File: config.mk
export PLATFORM = sky130hd
export DESIGN_NAME = decimal_word_tx_queue
export DESIGN_NICKNAME = d
export VERILOG_FILES = /design/src/rtl/core/dwtq_pkg.sv /design/src/rtl/core/dwtq_fifo.sv /design/src/rtl/core/dwtq_front.sv /design/src/rtl/core/dwtq_back.sv /design/src/rtl/core/decimal_word_tx_queue.sv
export VERILOG_INCLUDE_DIRS = /design/src /design/src/rtl/core
export SDC_FILE = /design/constraint.sdc
export NUM_CORES = 1
export LEC_CHECK = 0
export ABC_AREA = 0
export BUFFER_PORTS_ARGS = -buffer_cell sky130_fd_sc_hd__buf_2
export CORE_MARGIN = 2
export CORE_UTILIZATION = 55
export CTS_BUF_LIST = sky130_fd_sc_hd__clkbuf_4 sky130_fd_sc_hd__clkbuf_8
export DETAILED_ROUTE_END_ITERATION = 8
export PLACE_DENSITY = 0.7
export SKIP_CTS_REPAIR_TIMING = 1
export SYNTH_ARGS = -nofsm -noshare
export SYNTH_HDL_FRONTEND = slang
export SYNTH_SLANG_ARGS = --single-unit
File: constraint.sdc
create_clock -name clk -period 16 [get_ports clk]
set_input_delay 0.8 -clock clk [delete_from_list [all_inputs] [get_ports clk]]
set_output_delay 0.8 -clock clk [all_outputs]
set_load 0.05 [all_outputs]
File: src/rtl/core/decimal_word_tx_queue_assert.svh
// Assertion helpers included by the top-level RTL.
`ifndef DECIMAL_WORD_TX_QUEUE_ASSERT_SVH
`define DECIMAL_WORD_TX_QUEUE_ASSERT_SVH

// Plain property, sampled on clk, off during reset.
`define DWTQ_ASSERT(lbl, prop, msg) \
  lbl: assert property (@(posedge clk) disable iff (!rst_n) (prop)) else $error(msg);

// Same-cycle implication, sampled on clk, off during reset.
`define DWTQ_ASSERT_IMP(lbl, ante, cons, msg) \
  lbl: assert property (@(posedge clk) disable iff (!rst_n) (ante) |-> (cons)) \
    else $error(msg);

`endif

File: src/rtl/core/dwtq_pkg.sv
`default_nettype none
package dwtq_pkg;

  localparam int DEFAULT_QUEUE_DEPTH = 32;
  localparam int RECORD_LEN          = 6;
  localparam int LAST_DIGIT_STEP     = 4;
  localparam logic [7:0]  DIGIT_BASE      = 8'h30;
  localparam logic [7:0]  CARRIAGE_RETURN = 8'h0D;
  localparam logic [16:0] RECIP_10        = 17'd52429;
  localparam int          RECIP_SHIFT     = 19;

  typedef enum logic [1:0] {
    KIND_SKIP = 2'd0,
    KIND_WORD = 2'd1,
    KIND_TICK = 2'd2
  } kind_t;

  typedef enum logic [1:0] {
    STAT_SKIPPED  = 2'd0,
    STAT_QUEUED   = 2'd1,
    STAT_REJECTED = 2'd2,
    STAT_TICK     = 2'd3
  } status_t;

  typedef struct packed {
    kind_t       kind;
    logic [15:0] value;
  } task_t;

  typedef struct packed {
    logic       tx_valid;
    logic [7:0] tx_byte;
    status_t    status;
    logic [5:0] free_space;
  } result_t;

endpackage
`default_nettype wire

File: src/rtl/core/dwtq_fifo.sv
`default_nettype none
module dwtq_fifo #(
  parameter int WIDTH = 8
) (
  input  logic             clk,
  input  logic             rst_n,
  input  logic             push,
  input  logic [WIDTH-1:0] wdata,
  output logic             full,
  input  logic             pop,
  output logic [WIDTH-1:0] rdata,
  output logic             empty
);

  // two-entry queue
  logic [WIDTH-1:0] slot_r [2];
  logic             wp_r;
  logic             rp_r;
  logic [1:0]       cnt_r;
  logic             do_push;
  logic             do_pop;

  assign full    = (cnt_r == 2'd2);
  assign empty   = (cnt_r == 2'd0);
  assign rdata   = slot_r[rp_r];
  assign do_push = push && !full;
  assign do_pop  = pop && !empty;

  always_ff @(posedge clk) begin
    if (!rst_n) begin
      wp_r  <= 1'b0;
      rp_r  <= 1'b0;
      cnt_r <= 2'd0;
    end else begin
      if (do_push) wp_r <= ~wp_r;
      if (do_pop) rp_r <= ~rp_r;
      cnt_r <= cnt_r + 2'(do_push) - 2'(do_pop);
    end
  end

  always_ff @(posedge clk) begin
    if (do_push) slot_r[wp_r] <= wdata;
  end

endmodule
`default_nettype wire

File: src/rtl/core/dwtq_front.sv
`default_nettype none
module dwtq_front (
  input  logic           clk,
  input  logic           rst_n,
  input  logic           in_push,
  input  logic           in_command,
  input  logic [15:0]    in_word_value,
  input  logic           task_full,
  output logic           task_push,
  output dwtq_pkg::task_t task_data
);
  import dwtq_pkg::*;

  logic [15:0] last_word_r;
  kind_t       kind;

  always_comb begin
    if (in_command) begin
      kind = KIND_TICK;
    end else if (in_word_value == last_word_r) begin
      kind = KIND_SKIP;
    end else begin
      kind = KIND_WORD;
    end
  end

  assign task_push       = in_push && !task_full;
  assign task_data.kind  = kind;
  assign task_data.value = in_word_value;

  // last word follows every new value, queued or not
  always_ff @(posedge clk) begin
    if (!rst_n) begin
      last_word_r <= 16'd0;
    end else if (task_push && kind == KIND_WORD) begin
      last_word_r <= in_word_value;
    end
  end

endmodule
`default_nettype wire

File: src/rtl/core/dwtq_back.sv
`default_nettype none
module dwtq_back #(
  parameter int QUEUE_DEPTH = dwtq_pkg::DEFAULT_QUEUE_DEPTH
) (
  input  logic             clk,
  input  logic             rst_n,
  input  logic             task_valid,
  input  dwtq_pkg::task_t  task_data,
  output logic             task_pop,
  input  logic             res_full,
  output logic             res_push,
  output dwtq_pkg::result_t res_data
);
  import dwtq_pkg::*;

  localparam int PW  = $clog2(QUEUE_DEPTH);
  localparam int FCW = $clog2(QUEUE_DEPTH + 1);

  typedef enum logic [1:0] {
    ST_IDLE,
    ST_READ,
    ST_DIGIT,
    ST_CR
  } state_t;

  state_t         state_r;
  logic [7:0]     ring_r [QUEUE_DEPTH];
  logic [7:0]     rdata_r;
  logic [PW-1:0]  wp_r;
  logic [PW-1:0]  rp_r;
  logic [FCW-1:0] free_r;
  logic [15:0]    val_r;
  logic [2:0]     step_r;

  logic           start;
  logic           ring_empty;
  logic           room;
  logic [32:0]    prod;
  logic [15:0]    quot;
  logic [15:0]    rem;
  logic [7:0]     digit;
  logic           mem_we;
  logic           mem_re;
  logic [PW-1:0]  mem_waddr;
  logic [7:0]     mem_wdata;

  function automatic logic [PW-1:0] wrap_pos(input logic [PW:0] sum);
    if (sum >= (PW+1)'(QUEUE_DEPTH)) begin
      return PW'(sum - (PW+1)'(QUEUE_DEPTH));
    end
    return sum[PW-1:0];
  endfunction

  function automatic logic [5:0] to_space(input logic [FCW-1:0] f);
    logic [FCW+5:0] ext;
    ext = {6'b0, f};
    return ext[5:0];
  endfunction

  assign start      = (state_r == ST_IDLE) && task_valid && !res_full;
  assign ring_empty = (free_r == FCW'(QUEUE_DEPTH));
  assign room       = (free_r >= FCW'(RECORD_LEN));

  // divide by ten through the reciprocal, one digit per cycle, low digit first
  assign prod  = 33'(val_r) * 33'(RECIP_10);
  assign quot  = 16'(prod >> RECIP_SHIFT);
  assign rem   = val_r - ((quot << 3) + (quot << 1));
  assign digit = DIGIT_BASE + {4'b0, rem[3:0]};

  always_comb begin
    task_pop  = 1'b0;
    res_push  = 1'b0;
    res_data  = '0;
    mem_we    = 1'b0;
    mem_re    = 1'b0;
    mem_waddr = wp_r;
    mem_wdata = digit;
    unique case (state_r)
      ST_IDLE: begin
        if (start) begin
          task_pop = 1'b1;
          res_data.free_space = to_space(free_r);
          unique case (task_data.kind)
            KIND_TICK: begin
              res_data.status = STAT_TICK;
              if (ring_empty) begin
                res_push = 1'b1;
              end else begin
                mem_re = 1'b1;
              end
            end
            KIND_WORD: begin
              res_data.status = STAT_REJECTED;
              res_push        = !room;
            end
            KIND_SKIP: begin
              res_data.status = STAT_SKIPPED;
              res_push        = 1'b1;
            end
            default: ;
          endcase
        end
      end
      ST_READ: begin
        res_push            = 1'b1;
        res_data.tx_valid   = 1'b1;
        res_data.tx_byte    = rdata_r;
        res_data.status     = STAT_TICK;
        res_data.free_space = to_space(free_r);
      end
      ST_DIGIT: begin
        mem_we    = 1'b1;
        mem_waddr = wrap_pos({1'b0, wp_r} + (PW+1)'(3'(LAST_DIGIT_STEP) - step_r));
        mem_wdata = digit;
      end
      ST_CR: begin
        mem_we              = 1'b1;
        mem_waddr           = wrap_pos({1'b0, wp_r} + (PW+1)'(RECORD_LEN - 1));
        mem_wdata           = CARRIAGE_RETURN;
        res_push            = 1'b1;
        res_data.status     = STAT_QUEUED;
        res_data.free_space = to_space(free_r - FCW'(RECORD_LEN));
      end
      default: ;
    endcase
  end

  always_ff @(posedge clk) begin
    if (!rst_n) begin
      state_r <= ST_IDLE;
      wp_r    <= '0;
      rp_r    <= '0;
      free_r  <= FCW'(QUEUE_DEPTH);
      val_r   <= 16'd0;
      step_r  <= 3'd0;
    end else begin
      unique case (state_r)
        ST_IDLE: begin
          if (start && task_data.kind == KIND_TICK && !ring_empty) begin
            rp_r    <= wrap_pos({1'b0, rp_r} + (PW+1)'(1));
            free_r  <= free_r + FCW'(1);
            state_r <= ST_READ;
          end else if (start && task_data.kind == KIND_WORD && room) begin
            val_r   <= task_data.value;
            step_r  <= 3'd0;
            state_r <= ST_DIGIT;
          end
        end
        ST_READ: begin
          state_r <= ST_IDLE;
        end
        ST_DIGIT: begin
          val_r  <= quot;
          step_r <= step_r + 3'd1;
          if (step_r == 3'(LAST_DIGIT_STEP)) state_r <= ST_CR;
        end
        ST_CR: begin
          wp_r    <= wrap_pos({1'b0, wp_r} + (PW+1)'(RECORD_LEN));
          free_r  <= free_r - FCW'(RECORD_LEN);
          state_r <= ST_IDLE;
        end
        default: state_r <= ST_IDLE;
      endcase
    end
  end

  always_ff @(posedge clk) begin
    if (mem_we) ring_r[mem_waddr] <= mem_wdata;
    if (mem_re) rdata_r <= ring_r[rp_r];
  end

endmodule
`default_nettype wire

File: src/rtl/core/decimal_word_tx_queue.sv
// Transmit queue for decimal readouts.
// Input side is a queue: drive in_command/in_word_value, raise in_push; the
// word is taken on a clock edge where in_full is low. Command 0 queues a value,
// command 1 is a transmitter tick that pops one byte from the ring.
// Result side is a queue too: one result word per input word, in order, shown
// while out_empty is low and taken on a clock edge with out_pop high.
// A new value becomes five ASCII digits plus a carriage return written into
// the ring, one byte per cycle through its single write port.
// The back end takes one skip, reject or empty-ring tick per cycle while the
// output queue has room; a popping tick reads the ring and then returns the
// byte, and a queued word takes five digit steps and the CR write, each task
// finishing before the next is dispatched.
// A two-entry work queue lets input words be taken while the back end writes.
// If the receiver stalls, results wait in a two-entry output queue; once it is
// full the back end holds, the work queue fills and in_full rises.
// Synchronous reset: both queues empty, the ring empty with all places free,
// and the last value 0, so a first value of 0 is skipped.
`default_nettype none
module decimal_word_tx_queue #(
  parameter int QUEUE_DEPTH = dwtq_pkg::DEFAULT_QUEUE_DEPTH
) (
  input  logic        clk,
  input  logic        rst_n,
  input  logic        in_push,
  output logic        in_full,
  input  logic        in_command,
  input  logic [15:0] in_word_value,
  output logic        out_empty,
  input  logic        out_pop,
  output logic        out_tx_valid,
  output logic [7:0]  out_tx_byte,
  output logic [1:0]  out_word_status,
  output logic [5:0]  out_free_space
);
  import dwtq_pkg::*;

  task_t   front_task;
  task_t   back_task;
  logic    task_push;
  logic    task_full;
  logic    task_empty;
  logic    task_pop;
  result_t back_res;
  result_t out_res;
  logic    res_push;
  logic    res_full;

  dwtq_front u_front (
    .clk           (clk),
    .rst_n         (rst_n),
    .in_push       (in_push),
    .in_command    (in_command),
    .in_word_value (in_word_value),
    .task_full     (task_full),
    .task_push     (task_push),
    .task_data     (front_task)
  );

  dwtq_fifo #(.WIDTH($bits(task_t))) u_task_q (
    .clk   (clk),
    .rst_n (rst_n),
    .push  (task_push),
    .wdata (front_task),
    .full  (task_full),
    .pop   (task_pop),
    .rdata (back_task),
    .empty (task_empty)
  );

  dwtq_back #(.QUEUE_DEPTH(QUEUE_DEPTH)) u_back (
    .clk        (clk),
    .rst_n      (rst_n),
    .task_valid (!task_empty),
    .task_data  (back_task),
    .task_pop   (task_pop),
    .res_full   (res_full),
    .res_push   (res_push),
    .res_data   (back_res)
  );

  dwtq_fifo #(.WIDTH($bits(result_t))) u_res_q (
    .clk   (clk),
    .rst_n (rst_n),
    .push  (res_push),
    .wdata (back_res),
    .full  (res_full),
    .pop   (out_pop),
    .rdata (out_res),
    .empty (out_empty)
  );

  assign in_full         = task_full;
  assign out_tx_valid    = out_res.tx_valid;
  assign out_tx_byte     = out_res.tx_byte;
  assign out_word_status = out_res.status;
  assign out_free_space  = out_res.free_space;

`include "decimal_word_tx_queue_assert.svh"

  `DWTQ_ASSERT_IMP(a_valid_only_on_tick, !out_empty && out_tx_valid,
    out_word_status == STAT_TICK, "tx byte on a non-tick result")
  `DWTQ_ASSERT_IMP(a_idle_byte_zero, !out_empty && !out_tx_valid,
    out_tx_byte == 8'h00, "nonzero tx byte without tx_valid")
  `DWTQ_ASSERT_IMP(a_byte_is_text, !out_empty && out_tx_valid,
    (out_tx_byte >= DIGIT_BASE && out_tx_byte <= DIGIT_BASE + 8'd9) ||
    out_tx_byte == CARRIAGE_RETURN, "popped byte is neither digit nor CR")
  `DWTQ_ASSERT(a_no_push_when_back_full, !(res_push && res_full),
    "result produced with no room in result queue")

endmodule
`default_nettype wire
==> flow_summary.toml, run 1 <==
[timing]
final_max_slew_viol_count = 0
post-route-min-period_ns = 6.82
final-hold-violation-count = 0
tightest_slew_ns = 1.22
slew_headroom = 0.189
period_share = 0.426
finClkSkew_ns = 0.0338
setup-tns-final_ns = 0
setup_violations = 0
fmax_ghz = 0.147
grt_setup_unrepaired = "false"

[die]
start_util = 0.558
die_w_um = 180
die_h_um = 180
coreArea_um2 = 30600
die_area_um2 = 32500
ios = 40
rows = 64

[logic_synthesis]
synth-seq-cells = 291
ys_seq_area_frac = 0.475
synth-async-reset-ratio = 0
yosys_warnings = 0
synth_edf_count = 229
synth_area_per_cell_um2 = 12.9
synth_top_area_cell = "edfxtp_1"
synth_cell_types = 68
synth_xor_area_frac = 0.0303
synth-adder-area-share = 0.214
yosys.area_share.simple = 0.0722
synth.top_cell.area_share = 0.403
ys.flop_type = "edfxtp_1"
netlist_area_um2 = 17100
synthCells = 1322
synth.area.mux_share = 0.0987
synth_compound_area_frac = 0.0496
synth_top_family_by_area = "adder cells"
synth_area_leaders = "edfxtp_1 40%, ha_1 12%, fa_1 9.5%"

[routing]
routed_wl_mm = 34.9
drt-initial-drc-count = 649
via_count = 9990
detail_route.wl_per_cell_um = 19.3
ant_nets = 0
dr.pass1.iters = 4
drc = 0
vias_per_cell = 5.52

[cells_and_area]
n_antenna_cell = 0
drive_gt1_frac = 0.157
final_common_cell = "edfxtp_1"
final_area_um2 = 18600
stdcell_count = 1810
final_nets = 1640
area_delta_synth_final_pct = 9.03
final_cell_mix = "229 x edfxtp_1, 215 x inv_1, 162 x ha_1"

[global_route]
grt_pass1_vias = 10260
grtUsageTotal = 0.221
antenna_found_initial = 0
overflow = 0
grt_pass1_wl_mm = 56.2
grt_max_degree = 64

[power]
combPwrFrac = 0.449
p_leak_nw = 7.76
p_seq_frac = 0.365
internal-power_mw = 2.13
powerDensity_nw_per_um2 = 192
sw_frac_of_total = 0.404
clkPwrFrac = 0.186
p_sw_mw = 1.44
ir_drop_uv = 208

[critical_path]
end_kind = "flop"
critical_path_buf_inv_count = 4
cpMostUsedCell = "fa_1"
arrival_ns = 6.87
cp_max_fo = 32
max_stage_delay_ns = 0.56
reg2reg_depth = 22
crit_required_ns = 16.06
path_cells = "ha_1, inv_1, fa_1, inv_1, fa_1, fa_1, fa_1, inv_1, fa_1, inv_1, ha_1, nand3_1, nor2_1, nand2_1, nor3_1, nor2_1, xnor2_1, ha_1, a21oi_1, xnor2_1, xnor2_1, nand2_1"
cp.depth = 22
path_delay_family = "adder cells"
worstSetupPathType = "flop to flop"
cp_slowest_cell = "nand2_1"
crit_path_start_kind = "flop"

[clocking]
clkLatencyLatePin_ns = 0.56
cts_tree = "built"
cts.htree.levels = 2
cts_sinks = 291
cts_made_buffers = 47
clk_path_buf_depth = 3
clk_pin_slew_worst_paths_ns = 0.06
cts-root-buf = "clkbuf_8"

[worst_hold_path]
hold_depth = 1
min_path_type = "input port to flop"

[placed_design]
port_buffers = 37
dp.cells = 1723
place_congestion = 0.909
dp_hpwl_mm = 26.0
postPlaceCellArea_um2 = 17600

[run_status]
status = "complete, no violations"

[job]
maxCapViolations = 0
==> layout make-up <==
type                            instances  area [um^2]
Fill cell                            2418        12000
Sequential cell                       291         8120
Multi-Input combinational cell        774         7940
Clock buffer                           70          857
Inverter                              216          811
Tap cell                              396          495
Timing Repair Buffer                   46          253
Clock inverter                         17          140
==> cell families after synthesis <==
| group | Yosys count |
|---|---|
| XOR/XNOR | 59 |
| AO/OA/AOI/OAI | 120 |
| other | 1 |
| flip-flops | 291 |
| multiplexers | 103 |
| buffers and inverters | 258 |
| AND/OR/NAND/NOR | 247 |
| adder cells (fa/ha/maj) | 243 |
==> sequential cells by signal, summed over array words and instances, names as in the netlist, 3 cells and up, named ones only <==
| register | count |
|---|---|
| u_back.free_r | 6 |
| u_task_q.slot_r | 36 |
| u_back.ring_r | 160 |
| u_front.last_word_r | 16 |
| u_back.rdata_r | 5 |
| u_back.wp_r | 4 |
| u_res_q.slot_r | 28 |
| u_back.step_r | 3 |
| u_back.rp_r | 5 |
| u_back.val_r | 16 |
==> power by group through the flow <==
stage | sequential [mW] | combinational [mW] | clock [mW]
5_1_grt | 1.32 | 1.83 | 0.712
3_3_place_gp | 1.31 | 1.56 | 0
3_5_place_dp | 1.32 | 1.60 | 0
2_1_floorplan | 1.28 | 1.17 | 0
4_1_cts | 1.30 | 1.61 | 0.681
6_report | 1.30 | 1.60 | 0.667
==> worst paths after layout <==
path / start / endpoint / slack [ns]
setup / recovery: u_back.val_r[6]$_SDFFE_PN0P_ / u_back.ring_r[21][3]$_DFFE_PP_ / 9.18
hold / removal: in_word_value[13] / u_task_q.slot_r[1][13]$_DFFE_PP_ / 0.47
setup reg to reg: u_back.val_r[6]$_SDFFE_PN0P_ / u_back.ring_r[21][3]$_DFFE_PP_ / 9.18
hold reg to reg: u_back.step_r[1]$_SDFFE_PN0P_ / u_back.step_r[1]$_SDFFE_PN0P_ / 0.50
==> routing by layer <==
metal  vias up  wire (um)  track usage  part of all wire
met1      4952      16600        0.337              0.47
met2       264      15700        0.333              0.45
li1       4723          -            -                 -
met3        51       2140       0.0404             0.061
met5         -          0            0                 0
met4         0        563       0.0506             0.016
==> per-stage QoR <==
step	worst slack, ns	hold WS [ns]	utilization	power, mW
floorplan	9.98	0.458	-	2.45
global placement	9.38	0.471	0.576	2.87
detailed placement	9.24	0.485	0.576	2.92
CTS	9.16	0.426	0.609	3.60
global route	8.74	0.455	0.609	3.86
finish	9.18	0.473	0.609	3.58
==> synth_stat cells (8+ instances only) <==
master / n
edfxtp_1: 229
inv_1: 215
ha_1: 162
fa_1: 81
nor2_1: 77
dfxtp_1: 62
nand2_1: 53
mux4_2: 50
xnor2_1: 42
mux2i_1: 30
a21oi_1: 29
nor2b_1: 27
clkbuf_1: 23
mux2_2: 23
and2_1: 21
o21ai_0: 17
xor2_1: 17
nand3_1: 16
nand2b_1: 11
nand4_1: 10
nor3_1: 9
a211oi_1: 8
(Power assumes the default switching activity.)
==> run 2, diff against run 1 <==
Settings changed: ABC_AREA 0 to 1, PLACE_DENSITY 0.7 to 0.73.
Clock period 16 ns to 6 ns, I/O delays scaled along.
==> run 2 against run 1 <==
  * Critical endpoint is now u_back.ring_r[17][3]$_DFFE_PP_
  * Cell count increased by 31%
  * Die area increased by 3.1%
  * Clock skew decreased by 0.0018 ns
  * Worst setup slack got worse by 9.0 ns
  * Sequential share of layout area decreased by 3.4 points
  * Highest routed layer unchanged
  * Area after synthesis increased by 3.1%
  * Sequential cell count unchanged
  * Via count increased by 33%
==> flow_summary.toml, run 2 <==
[routing]
dr.pass1.iters = 7
detail_route.wl_per_cell_um = 18.4
drc = 0
routed_wl_mm = 43.6
top_layer_used = "met4"
wl_met3_mm = 3.72
ant_nets = 0
met1_length_mm = 18.8
via_count = 13253
drt-initial-drc-count = 1214
vias_per_cell = 5.60
route.met2.wl_mm = 20.0

[critical_path]
reg2reg_depth = 29
cp_slowest_cell = "fa_1"
r2r-end = "u_back.ring_r[17][3]$_DFFE_PP_"
crit_required_ns = 6.30
reg2reg_slack_ns = 0.16
arrival_ns = 6.15
max_stage_delay_ns = 0.56
worstSetupPathType = "flop to flop"
cp_max_fo = 8
r2r_start = "u_back.val_r[4]$_SDFFE_PN0P_"
crit_path_start_kind = "flop"
cpMostUsedCell = "fa_1"
end_kind = "flop"

[timing]
slew_headroom = 0.227
fmax_ghz = 0.171
setup_ws_ns = 0.156
tightest_slew_ns = 1.16
final_max_slew_viol_count = 0
setup_violations = 0
setup-tns-final_ns = 0
post-route-min-period_ns = 5.84
final-hold-violation-count = 0
finClkSkew_ns = 0.0319
period_share = 0.974

[placed_design]
pre_cts_ws_ns = -0.216
port_buffers = 37
postPlaceCellArea_um2 = 18700
place_congestion = 0.984
dp_hpwl_mm = 31.1

[clocking]
cts.htree.levels = 2
cts_tree = "built"
cts_sinks = 291
cts_made_buffers = 47
clk_path_buf_depth = 3
clkLatencyLatePin_ns = 0.57
clk_pin_slew_worst_paths_ns = 0.06
cts-root-buf = "clkbuf_8"

[logic_synthesis]
synthCells = 1802
synth_area_leaders = "edfxtp_1 39%, ha_1 12%, fa_1 9.2%"
synth.top_cell.area_share = 0.390
ys_seq_area_frac = 0.461
synth_cell_types = 50
yosys.cell_count.top_type = "inv_1"
yosys_warnings = 0
synth_top_area_cell = "edfxtp_1"
synth-seq-cells = 291
netlist_area_um2 = 17600
ys.flop_type = "edfxtp_1"
synth_common_cells = "289 x inv_1, 229 x edfxtp_1, 218 x nor2_1"
synth_area_per_cell_um2 = 9.77
synth-async-reset-ratio = 0
synth_edf_count = 229

[worst_hold_path]
min_path_type = "input port to flop"
hold_depth = 4
whs_endpoint = "u_res_q.rp_r$_SDFFE_PN0P_"
hp-start = "out_pop"

[cells_and_area]
drive_gt1_frac = 0.155
final_cell_mix = "282 x inv_1, 229 x edfxtp_1, 213 x nor2_1"
top_register = "u_back.ring_r"
reg_top3 = "u_back.ring_r x160, u_task_q.slot_r x36, u_res_q.slot_r x28"
n_antenna_cell = 0
largest_reg_flops = 160
final_nets = 2192
area_delta_synth_final_pct = 15.0
final_common_cell = "inv_1"
final_area_um2 = 20300
post-route-util = 0.642

[die]
die_h_um = 183
start_util = 0.558
ios = 40
die_area_um2 = 33500
die_w_um = 183
coreArea_um2 = 31600
rows = 65

[global_route]
antenna_found_initial = 1
grt_max_degree = 83
grt_pass1_wl_mm = 67.9
grtUsageTotal = 0.260
grt_pass1_vias = 13240
overflow = 0

[run_status]
status = "complete, no violations"

[job]
maxCapViolations = 0
run 2: metal layers:
metal / GRT usage / up-vias
met3: 0.0582 / 91
met5: 0 / -
met2: 0.417 / 491
met1: 0.360 / 6367
li1: - / 6304
met4: 0.0710 / 0
run 2: how the worst max path moves through the flow:
| stage | endpoint | slack [ns] | start | cells after the start |
|---|---|---|---|---|
| 2_1_floorplan | u_back.ring_r[0][3]$_DFFE_PP_ | 0.09 | u_back.val_r[8]$_SDFFE_PN0P_ | 26 |
| 3_3_place_gp | u_back.ring_r[28][3]$_DFFE_PP_ | -0.08 | u_back.val_r[8]$_SDFFE_PN0P_ | 27 |
| 3_5_place_dp | u_back.ring_r[28][3]$_DFFE_PP_ | -0.22 | u_back.val_r[8]$_SDFFE_PN0P_ | 27 |
| 4_1_cts | u_back.ring_r[6][3]$_DFFE_PP_ | -0.29 | u_back.val_r[8]$_SDFFE_PN0P_ | 27 |
| 5_1_grt | u_back.ring_r[17][3]$_DFFE_PP_ | -0.04 | u_back.val_r[4]$_SDFFE_PN0P_ | 29 |
| 6_report | u_back.ring_r[17][3]$_DFFE_PP_ | 0.16 | u_back.val_r[4]$_SDFFE_PN0P_ | 29 |
run 2: cells by family (layout without fill, tap and decap cells):
| family | after synthesis | after routing | synth area share |
|---|---|---|---|
| AND/OR/NAND/NOR | 542 | 542 | 0.128 |
| buffers and inverters | 351 | 513 | 0.0763 |
| flip-flops | 291 | 291 | 0.461 |
| other | 1 | 2 | 0.000213 |
| adder cells (fa/ha/maj) | 243 | 243 | 0.207 |
| AO/OA/AOI/OAI | 339 | 339 | 0.108 |
| XOR/XNOR | 21 | 21 | 0.0104 |
| multiplexers | 14 | 14 | 0.00895 |
run 2: cell type report:
cell class                      instances  area (um^2)
Fill cell                            2522        11300
Multi-Input combinational cell       1161         8570
Sequential cell                       291         8150
Inverter                              298         1120
Timing Repair Buffer                  129          995
Clock buffer                           71          840
Tap cell                              402          503
Clock inverter                         15         83.8
run 2: through the flow:
step / hold WS, ns / cells
3_3_place_gp: 0.436 / 2258
3_5_place_dp: 0.444 / 2258
4_1_cts: -0.0664 / 2344
2_1_floorplan: 0.399 / 1803
5_1_grt: 0.118 / 2367
6_report: 0.100 / 2367
run 2: critical path, delay by kind of cell, from the launching register on:
| family | cells | cell delay, ns |
|---|---|---|
| adder cells (fa/ha/maj) | 8 | 3.19 |
| flip-flops | 1 | 0.36 |
| buffers and inverters | 8 | 0.77 |
| AND/OR/NAND/NOR | 12 | 1.10 |
| XOR/XNOR | 1 | 0.16 |
Power of run 2 is not shown: default switching activity piles up to over one toggle a cycle in this logic, so the estimate is an artifact.
